==> config.mk <==
export PLATFORM = sky130hd
export DESIGN_NAME = tcp_syn_header_builder
export DESIGN_NICKNAME = d
export VERILOG_FILES = /design/src/design/tsh_pkg.sv /design/src/design/tcp_syn_header_builder.sv
export SDC_FILE = /design/constraint.sdc
export NUM_CORES = 1
export LEC_CHECK = 0
export ABC_AREA = 0
export BUFFER_PORTS_ARGS = -buffer_cell sky130_fd_sc_hd__buf_4
export CAP_MARGIN = 20
export CELL_PAD_IN_SITES_DETAIL_PLACEMENT = 1
export CELL_PAD_IN_SITES_GLOBAL_PLACEMENT = 1
export CORE_UTILIZATION = 56
export CTS_CLUSTER_DIAMETER = 120
export CTS_CLUSTER_SIZE = 16
export DETAILED_ROUTE_END_ITERATION = 7
export MAX_ROUTING_LAYER = met4
export PLACE_DENSITY_LB_ADDON = 0.12
export SLEW_MARGIN = 25
export SYNTH_ARGS = -nofsm -noshare
export SYNTH_HDL_FRONTEND = slang
export SYNTH_SLANG_ARGS = --single-unit
==> constraint.sdc <==
create_clock -name clock -period 35.7 [get_ports clock]
set_input_delay 7.14 -clock clock [delete_from_list [all_inputs] [get_ports clock]]
set_output_delay 7.14 -clock clock [all_outputs]
set_load 0.1 [all_outputs]
==> src/design/tsh_pkg.sv <==
// Types and constants of the TCP SYN header builder.
`timescale 1ns / 1ps
`default_nettype none

package tsh_pkg;

   // Header layout.
   localparam int HDR_WORDS   = 10;
   localparam int WORD_IDX_W  = 4;
   localparam logic [WORD_IDX_W-1:0] LAST_IDX = WORD_IDX_W'(HDR_WORDS - 1);

   localparam logic [7:0]  IP_VER_IHL   = 8'h45;
   localparam logic [15:0] IP_TOTAL_LEN = 16'd40;
   localparam logic [7:0]  IP_PROTO_TCP = 8'd6;
   localparam logic [15:0] TCP_HDR_LEN  = 16'd20;
   localparam logic [7:0]  TCP_OFFSET   = 8'h50;

   // Configuration registers.
   localparam int CSR_INDEX_W = 1;
   localparam int CSR_DATA_W  = 16;
   localparam logic [CSR_INDEX_W-1:0] REG_TTL    = 1'b0;
   localparam logic [CSR_INDEX_W-1:0] REG_WINDOW = 1'b1;
   localparam logic [7:0]  TTL_RESET    = 8'd64;
   localparam logic [15:0] WINDOW_RESET = 16'd4096;

   // Header fields of one request as they travel down the pipeline.
   typedef struct packed {
      logic [31:0] src;
      logic [31:0] dst;
      logic [15:0] sport;
      logic [15:0] dport;
      logic [31:0] seq;
      logic [7:0]  flags;
      logic [15:0] ident;
      logic [7:0]  ttl;
      logic [15:0] window;
   } fields_type;

endpackage

`default_nettype wire

==> src/design/tcp_syn_header_builder.sv <==
// Top level of the TCP SYN header builder: checksum pipeline and word serializer.
//
// The block turns one probe request into a 40-byte IPv4 plus TCP header.
// Requests arrive on the req_ channel; req_tdata holds, from the lowest bit
// up, source address, destination address, source port, destination port,
// sequence number, TCP flag byte and IP identification. Each request
// produces ten 32-bit big-endian words on the rsp_ channel, the tenth
// marked by rsp_tlast. The csr_ port sets the TTL (index 0) and the TCP
// window (index 1); write it only while no item is in flight.
// An accepted item passes four register stages (capture, partial sums,
// final sum and first fold, second fold and inversion) and then the
// serializer register before its first word shows on rsp_tvalid.
// The output serializer sends one word per cycle while rsp_tready is
// high; the pipeline stages buffer up to four more items meanwhile, and
// req_tready drops only when all of them are full.
// A stalled rsp_tready holds the current word and backs up the pipeline
// without losing or repeating anything. Synchronous reset empties every
// stage and the serializer and restores TTL 64 and window 4096.
`timescale 1ns / 1ps
`default_nettype none

module tcp_syn_header_builder (
   input  wire logic         clock,
   input  wire logic         reset,
   // Request channel.
   input  wire logic         req_tvalid,
   output      logic         req_tready,
   // Fields from bit 0: source_address, dest_address, source_port,
   // dest_port, sequence_number, tcp_flags, ip_identifier.
   input  wire logic [151:0] req_tdata,
   // Result channel.
   output      logic         rsp_tvalid,
   input  wire logic         rsp_tready,
   // Fields from bit 0: header_word.
   output      logic [31:0]  rsp_tdata,
   output      logic         rsp_tlast,
   // Configuration write port.
   input  wire logic         csr_we,
   input  wire logic [tsh_pkg::CSR_INDEX_W-1:0] csr_index,
   input  wire logic [tsh_pkg::CSR_DATA_W-1:0]  csr_wdata
);

   // Configuration registers.
   logic [7:0]  ttl_ff;
   logic [15:0] window_ff;

   always_ff @(posedge clock) begin
      if (reset) begin
         ttl_ff    <= tsh_pkg::TTL_RESET;
         window_ff <= tsh_pkg::WINDOW_RESET;
      end else if (csr_we) begin
         case (csr_index)
            tsh_pkg::REG_TTL:    ttl_ff    <= csr_wdata[7:0];
            tsh_pkg::REG_WINDOW: window_ff <= csr_wdata;
            default: ;
         endcase
      end
   end

   // Pipeline registers.
   logic s1_valid_ff, s2_valid_ff, s3_valid_ff, s4_valid_ff;
   logic s1_valid_in, s2_valid_in, s3_valid_in, s4_valid_in;
   tsh_pkg::fields_type s1_ff, s2_ff, s3_ff, s4_ff;
   tsh_pkg::fields_type s1_in, s2_in, s3_in, s4_in;
   logic [17:0] ip_part_ff, ip_part_in;
   logic [17:0] addr_sum_ff, addr_sum_in;
   logic [18:0] tcp_part_ff, tcp_part_in;
   logic [16:0] ip_fold_ff, ip_fold_in;
   logic [16:0] tcp_fold_ff, tcp_fold_in;
   logic [15:0] ip_csum_ff, ip_csum_in;
   logic [15:0] tcp_csum_ff, tcp_csum_in;

   // Serializer registers.
   logic                               ser_valid_ff, ser_valid_in;
   logic [tsh_pkg::WORD_IDX_W-1:0]     ser_idx_ff, ser_idx_in;
   logic [31:0] ser_word_ff [tsh_pkg::HDR_WORDS];
   logic [31:0] ser_word_in [tsh_pkg::HDR_WORDS];

   logic ready1, ready2, ready3, ready4;
   logic ser_last, ser_load, rsp_take;
   logic [18:0] ip_sum;
   logic [19:0] tcp_sum;

   assign ser_last = (ser_idx_ff == tsh_pkg::LAST_IDX);
   assign rsp_take = ser_valid_ff && rsp_tready;
   assign ser_load = s4_valid_ff && (!ser_valid_ff || (rsp_take && ser_last));

   // A stage takes new data when it is empty or its content moves on.
   assign ready4 = !s4_valid_ff || ser_load;
   assign ready3 = !s3_valid_ff || ready4;
   assign ready2 = !s2_valid_ff || ready3;
   assign ready1 = !s1_valid_ff || ready2;
   assign req_tready = ready1;

   always_comb begin
      s1_valid_in = ready1 ? req_tvalid  : s1_valid_ff;
      s2_valid_in = ready2 ? s1_valid_ff : s2_valid_ff;
      s3_valid_in = ready3 ? s2_valid_ff : s3_valid_ff;
      s4_valid_in = ready4 ? s3_valid_ff : s4_valid_ff;

      // Stage 1 captures the request and the current configuration.
      s1_in.src    = req_tdata[31:0];
      s1_in.dst    = req_tdata[63:32];
      s1_in.sport  = req_tdata[79:64];
      s1_in.dport  = req_tdata[95:80];
      s1_in.seq    = req_tdata[127:96];
      s1_in.flags  = req_tdata[135:128];
      s1_in.ident  = req_tdata[151:136];
      s1_in.ttl    = ttl_ff;
      s1_in.window = window_ff;

      // Stage 2 forms three partial sums of 16-bit halves. The address
      // sum is shared by the IP header and the TCP pseudo-header.
      s2_in = s1_ff;
      ip_part_in = 18'({tsh_pkg::IP_VER_IHL, 8'h00})
                 + 18'(tsh_pkg::IP_TOTAL_LEN)
                 + 18'(s1_ff.ident)
                 + 18'({s1_ff.ttl, tsh_pkg::IP_PROTO_TCP});
      addr_sum_in = 18'(s1_ff.src[31:16]) + 18'(s1_ff.src[15:0])
                  + 18'(s1_ff.dst[31:16]) + 18'(s1_ff.dst[15:0]);
      tcp_part_in = 19'(s1_ff.sport) + 19'(s1_ff.dport)
                  + 19'(s1_ff.seq[31:16]) + 19'(s1_ff.seq[15:0])
                  + 19'({tsh_pkg::TCP_OFFSET, s1_ff.flags})
                  + 19'(s1_ff.window)
                  + 19'(tsh_pkg::IP_PROTO_TCP)
                  + 19'(tsh_pkg::TCP_HDR_LEN);

      // Stage 3 completes both sums and folds the carries in once.
      s3_in = s2_ff;
      ip_sum  = 19'(ip_part_ff) + 19'(addr_sum_ff);
      tcp_sum = 20'(tcp_part_ff) + 20'(addr_sum_ff);
      ip_fold_in  = 17'(ip_sum[18:16]) + 17'(ip_sum[15:0]);
      tcp_fold_in = 17'(tcp_sum[19:16]) + 17'(tcp_sum[15:0]);

      // Stage 4 adds the last end-around carry and inverts.
      s4_in = s3_ff;
      ip_csum_in  = ~(16'(ip_fold_ff[16])  + ip_fold_ff[15:0]);
      tcp_csum_in = ~(16'(tcp_fold_ff[16]) + tcp_fold_ff[15:0]);

      // Serializer: shift the next word into place, or load a new header.
      ser_valid_in = ser_valid_ff;
      ser_idx_in   = ser_idx_ff;
      for (int k = 0; k < tsh_pkg::HDR_WORDS; k++) begin
         ser_word_in[k] = ser_word_ff[k];
      end
      if (rsp_take) begin
         if (ser_last) begin
            ser_valid_in = 1'b0;
         end else begin
            ser_idx_in = ser_idx_ff + 1'b1;
            for (int k = 0; k < tsh_pkg::HDR_WORDS - 1; k++) begin
               ser_word_in[k] = ser_word_ff[k+1];
            end
         end
      end
      if (ser_load) begin
         ser_valid_in   = 1'b1;
         ser_idx_in     = '0;
         ser_word_in[0] = {tsh_pkg::IP_VER_IHL, 8'h00, tsh_pkg::IP_TOTAL_LEN};
         ser_word_in[1] = {s4_ff.ident, 16'h0000};
         ser_word_in[2] = {s4_ff.ttl, tsh_pkg::IP_PROTO_TCP, ip_csum_ff};
         ser_word_in[3] = s4_ff.src;
         ser_word_in[4] = s4_ff.dst;
         ser_word_in[5] = {s4_ff.sport, s4_ff.dport};
         ser_word_in[6] = s4_ff.seq;
         ser_word_in[7] = 32'h0000_0000;
         ser_word_in[8] = {tsh_pkg::TCP_OFFSET, s4_ff.flags, s4_ff.window};
         ser_word_in[9] = {tcp_csum_ff, 16'h0000};
      end
   end

   // Control state.
   always_ff @(posedge clock) begin
      if (reset) begin
         s1_valid_ff  <= 1'b0;
         s2_valid_ff  <= 1'b0;
         s3_valid_ff  <= 1'b0;
         s4_valid_ff  <= 1'b0;
         ser_valid_ff <= 1'b0;
         ser_idx_ff   <= '0;
      end else begin
         s1_valid_ff  <= s1_valid_in;
         s2_valid_ff  <= s2_valid_in;
         s3_valid_ff  <= s3_valid_in;
         s4_valid_ff  <= s4_valid_in;
         ser_valid_ff <= ser_valid_in;
         ser_idx_ff   <= ser_idx_in;
      end
   end

   // Payload registers load only when their stage advances.
   always_ff @(posedge clock) begin
      if (ready1) begin
         s1_ff <= s1_in;
      end
      if (ready2) begin
         s2_ff       <= s2_in;
         ip_part_ff  <= ip_part_in;
         addr_sum_ff <= addr_sum_in;
         tcp_part_ff <= tcp_part_in;
      end
      if (ready3) begin
         s3_ff       <= s3_in;
         ip_fold_ff  <= ip_fold_in;
         tcp_fold_ff <= tcp_fold_in;
      end
      if (ready4) begin
         s4_ff       <= s4_in;
         ip_csum_ff  <= ip_csum_in;
         tcp_csum_ff <= tcp_csum_in;
      end
      for (int k = 0; k < tsh_pkg::HDR_WORDS; k++) begin
         ser_word_ff[k] <= ser_word_in[k];
      end
   end

   assign rsp_tvalid = ser_valid_ff;
   assign rsp_tdata  = ser_word_ff[0];
   assign rsp_tlast  = ser_last;

endmodule

`default_nettype wire

==> flow_metrics.py <==
metrics = {
    "routing": {
        "first_pass_iters": 5,
        "vias": 23200,
        "antenna_left": 0,
        "wl_um": 105000,
        "avgRoutedWirePerCell_um": 25.8,
        "drt_iter0_drc": 1538,
        "drcViolationCount": 0,
        "avgViaCountPerCell": 5.68,
    },
    "logic_synthesis": {
        "synthCells": 2731,
        "synthFlopType": "edfxtp_1",
        "synth_top_cell_by_area": "edfxtp_1",
        "synth-seq-area-share": 0.749,
        "netlist_area_mm2": 0.0448,
        "synth_cell_type_count": 84,
        "syn_area_per_cell_um2": 16.4,
        "synth_top_area_frac": 0.692,
        "synth_area_leaders": "edfxtp_1 69%, dfxtp_1 5.8%, fa_1 4.1%",
        "ys_ff_latch": 1161,
        "synth_edf_count": 1032,
        "async_flop_share": 0,
        "ys.warnings.count": 0,
        "synth_nets": 3125,
    },
    "global_route": {
        "grt_usage": 0.272,
        "grt_pass1_wl_um": 158000,
        "gr-total-overflow": 0,
        "grt_max_degree": 161,
        "antenna_found_initial": 4,
        "grt_pass1_vias": 25200,
    },
    "placement": {
        "placed_cell_area_mm2": 0.0476,
        "port_buffers": 208,
        "dp_hpwl_um": 73100,
        "dp.cells": 3923,
        "post-place-ws_ns": 19.28,
        "gp_congestion": 0.864,
    },
    "cts": {
        "cts.sinks": 1161,
        "cts_tree": "built",
        "htree_levels": 3,
        "path_clk_slew_ns": 0.08,
        "cts_hold_buf": 0,
        "post-cts-setup-buffers": 0,
        "clock_path_buffers": 3,
        "clk_latency_ns": 0.65,
        "cts_resized": 0,
        "cts_made_buffers": 82,
        "root_buffer": "clkbuf_16",
    },
    "critical_path": {
        "start_kind": "primary input",
        "crit_slowest_cell": "a21boi_0",
        "crit_path_max_fanout": 33,
        "required_ns": 28.56,
        "arrival_ns": 9.27,
        "critPathMaxStageDelay_ns": 0.78,
        "crit_chain": "buf_4 > a21boi_0 > nand4_1 > or2_4 > buf_4",
        "cpMostUsedCell": "buf_4",
        "setup.worst_path.class": "in -> out",
        "rr_worst_depth": 17,
        "worstSetupEndpointType": "output port",
    },
    "die": {
        "fp-row-count": 103,
        "ios": 209,
        "core_mm2": 0.0791,
        "fp.dieH_um": 285,
        "die_area_mm2": 0.0812,
        "start_util": 0.566,
        "die_x_um": 285,
    },
    "timing": {
        "fin_ws_ns": 19.29,
        "slew_headroom": 0.303,
        "slew_viol_final": 0,
        "setup_violations": 0,
        "hold_violations": 0,
        "finalClockSkew_ns": 0.0232,
        "tightest_slew_ns": 1.05,
        "fin_tns_setup_ns": 0,
        "fin_crit_sh": 0.460,
        "fin_crit_ns": 16.41,
        "fmax_mhz": 60.9,
        "fin_hold_ws_ns": 0.415,
        "rsz0062_at_grt": "false",
    },
    "run_status": {
        "status": "finished, final reports clean",
    },
    "finish": {
        "fin_util": 0.632,
        "n_fill_cell": 7066,
        "drive_gt1_frac": 0.119,
        "final_nets": 3352,
        "final_area_mm2": 0.0500,
        "area_delta_synth_final_pct": 11.6,
        "layout.cells.non_filler": 4081,
    },
    "flow_run": {
        "drv_cap": 0,
    },
    "power": {
        "power_mw": 3.56,
        "power.density_mw_per_mm2": 71.3,
        "total_leakage_power_nw": 19.0,
        "vdd_drop_max_uv": 41.1,
    },
    "worst_hold_path": {
        "hold_class": "reg -> reg",
        "hold_path_depth": 0,
    },
}
## cell type report
class | instances | area [µm²] | share of cell area
antenna | 5 | 12.5 | 0.000250
clock buffer | 146 | 2310 | 0.0463
clock inverter | 6 | 75.1 | 0.00150
inverter | 171 | 649 | 0.0130
multi-input combinational | 1311 | 10300 | 0.206
sequential | 1161 | 33600 | 0.671
tap | 1050 | 1310 | 0.0263
timing repair buffer | 231 | 1770 | 0.0353
## routing by layer
metal  vias to the layer above  part of all wire  global-route usage
met5                         -                 0                   -
met2                       485              0.53               0.470
met4                         0             0.029              0.0828
met3                       144             0.030              0.0271
li1                      10600                 -                   -
met1                     12000              0.41               0.341
## cell usage after synthesis (all sizes together) (3+ instances only)
| cell | instances |
|---|---|
| o31a | 3 |
| nor3 | 23 |
| o21bai | 7 |
| o21a | 10 |
| nand3b | 3 |
| and2 | 26 |
| xnor2 | 72 |
| and4 | 3 |
| nand3 | 37 |
| or3 | 5 |
| xor2 | 49 |
| fa | 92 |
| ha | 128 |
| nand2b | 7 |
| o41ai | 4 |
| a21boi | 3 |
| a21o | 16 |
| nor2b | 9 |
| and3 | 11 |
| a22o | 176 |
| a211oi | 7 |
| nor2 | 41 |
| dfxtp | 129 |
| o211ai | 4 |
| clkbuf | 83 |
| a31oi | 8 |
| inv | 171 |
| a21oi | 172 |
| a2111oi | 5 |
| a211o | 5 |
| or2 | 10 |
| nand2 | 279 |
| nor3b | 4 |
| o21ai | 33 |
| and3b | 3 |
| nand4 | 16 |
| buf | 5 |
| edfxtp | 1032 |
| o31ai | 4 |
| a311oi | 3 |
## flip-flops by register name, indices dropped and copies added (netlist names), 4 cells and up
name,count
window_ff,16
s1_ff,176
ser_idx_ff,4
s4_ff,176
ttl_ff,8
tcp_csum_ff,16
ser_word_ff,304
ip_part_ff,17
tcp_part_ff,19
ip_csum_ff,16
addr_sum_ff,18
s2_ff,176
tcp_fold_ff,17
ip_fold_ff,17
s3_ff,176
## final timing paths
kind | to | slack [ns] | startpoint
worst max-delay path | req_tready | 19.29 | rsp_tready
worst min-delay path | s4_ff[116] | 0.41 | s3_ff[116]
worst max register to register | tcp_part_ff[18] | 30.35 | s1_ff[52]
worst min register to register | s4_ff[116] | 0.41 | s3_ff[116]
## cell usage in the layout (no fill, tap or decap), types with 22 or more instances in the layout
cell type,netlist,routed
fa_1,92,92
ha_1,128,128
xnor2_1,72,72
clkbuf_16,0,83
dfxtp_1,129,129
a21oi_1,171,171
o21ai_0,29,29
buf_4,0,229
nand3_1,37,36
inv_1,171,170
and2_1,25,25
nor2_1,41,40
nand2_1,279,277
nor3_1,22,22
xor2_1,49,49
a22o_1,176,176
edfxtp_1,1032,1032
clkbuf_1,83,63
## logic make-up (layout without fill, tap and decap cells)
family | count (synthesis) | after routing | share of synthesized area
flops | 1161 | 1161 | 0.749
compound gates | 479 | 479 | 0.0773
xor+xnor | 121 | 121 | 0.0236
buf+inv | 259 | 554 | 0.0219
mux | 2 | 2 | 0.000447
fa+ha+maj | 220 | 220 | 0.0768
simple gates | 489 | 489 | 0.0507
other cells | 0 | 5 | 0
## power by group
group	internal [mW]	total [mW]	switching, mW
sequential	1.66	1.75	0.0938
clock	0.443	0.890	0.447
combinational	0.374	0.922	0.548
## worst max-delay path: cells and delay by family
kind	cells	cell delay [ns]
AO/OA/AOI/OAI	1	0.78
AND/OR/NAND/NOR	2	0.83
buffers and inverters	2	0.46
No activity file was read; power rests on OpenSTA's default activity.
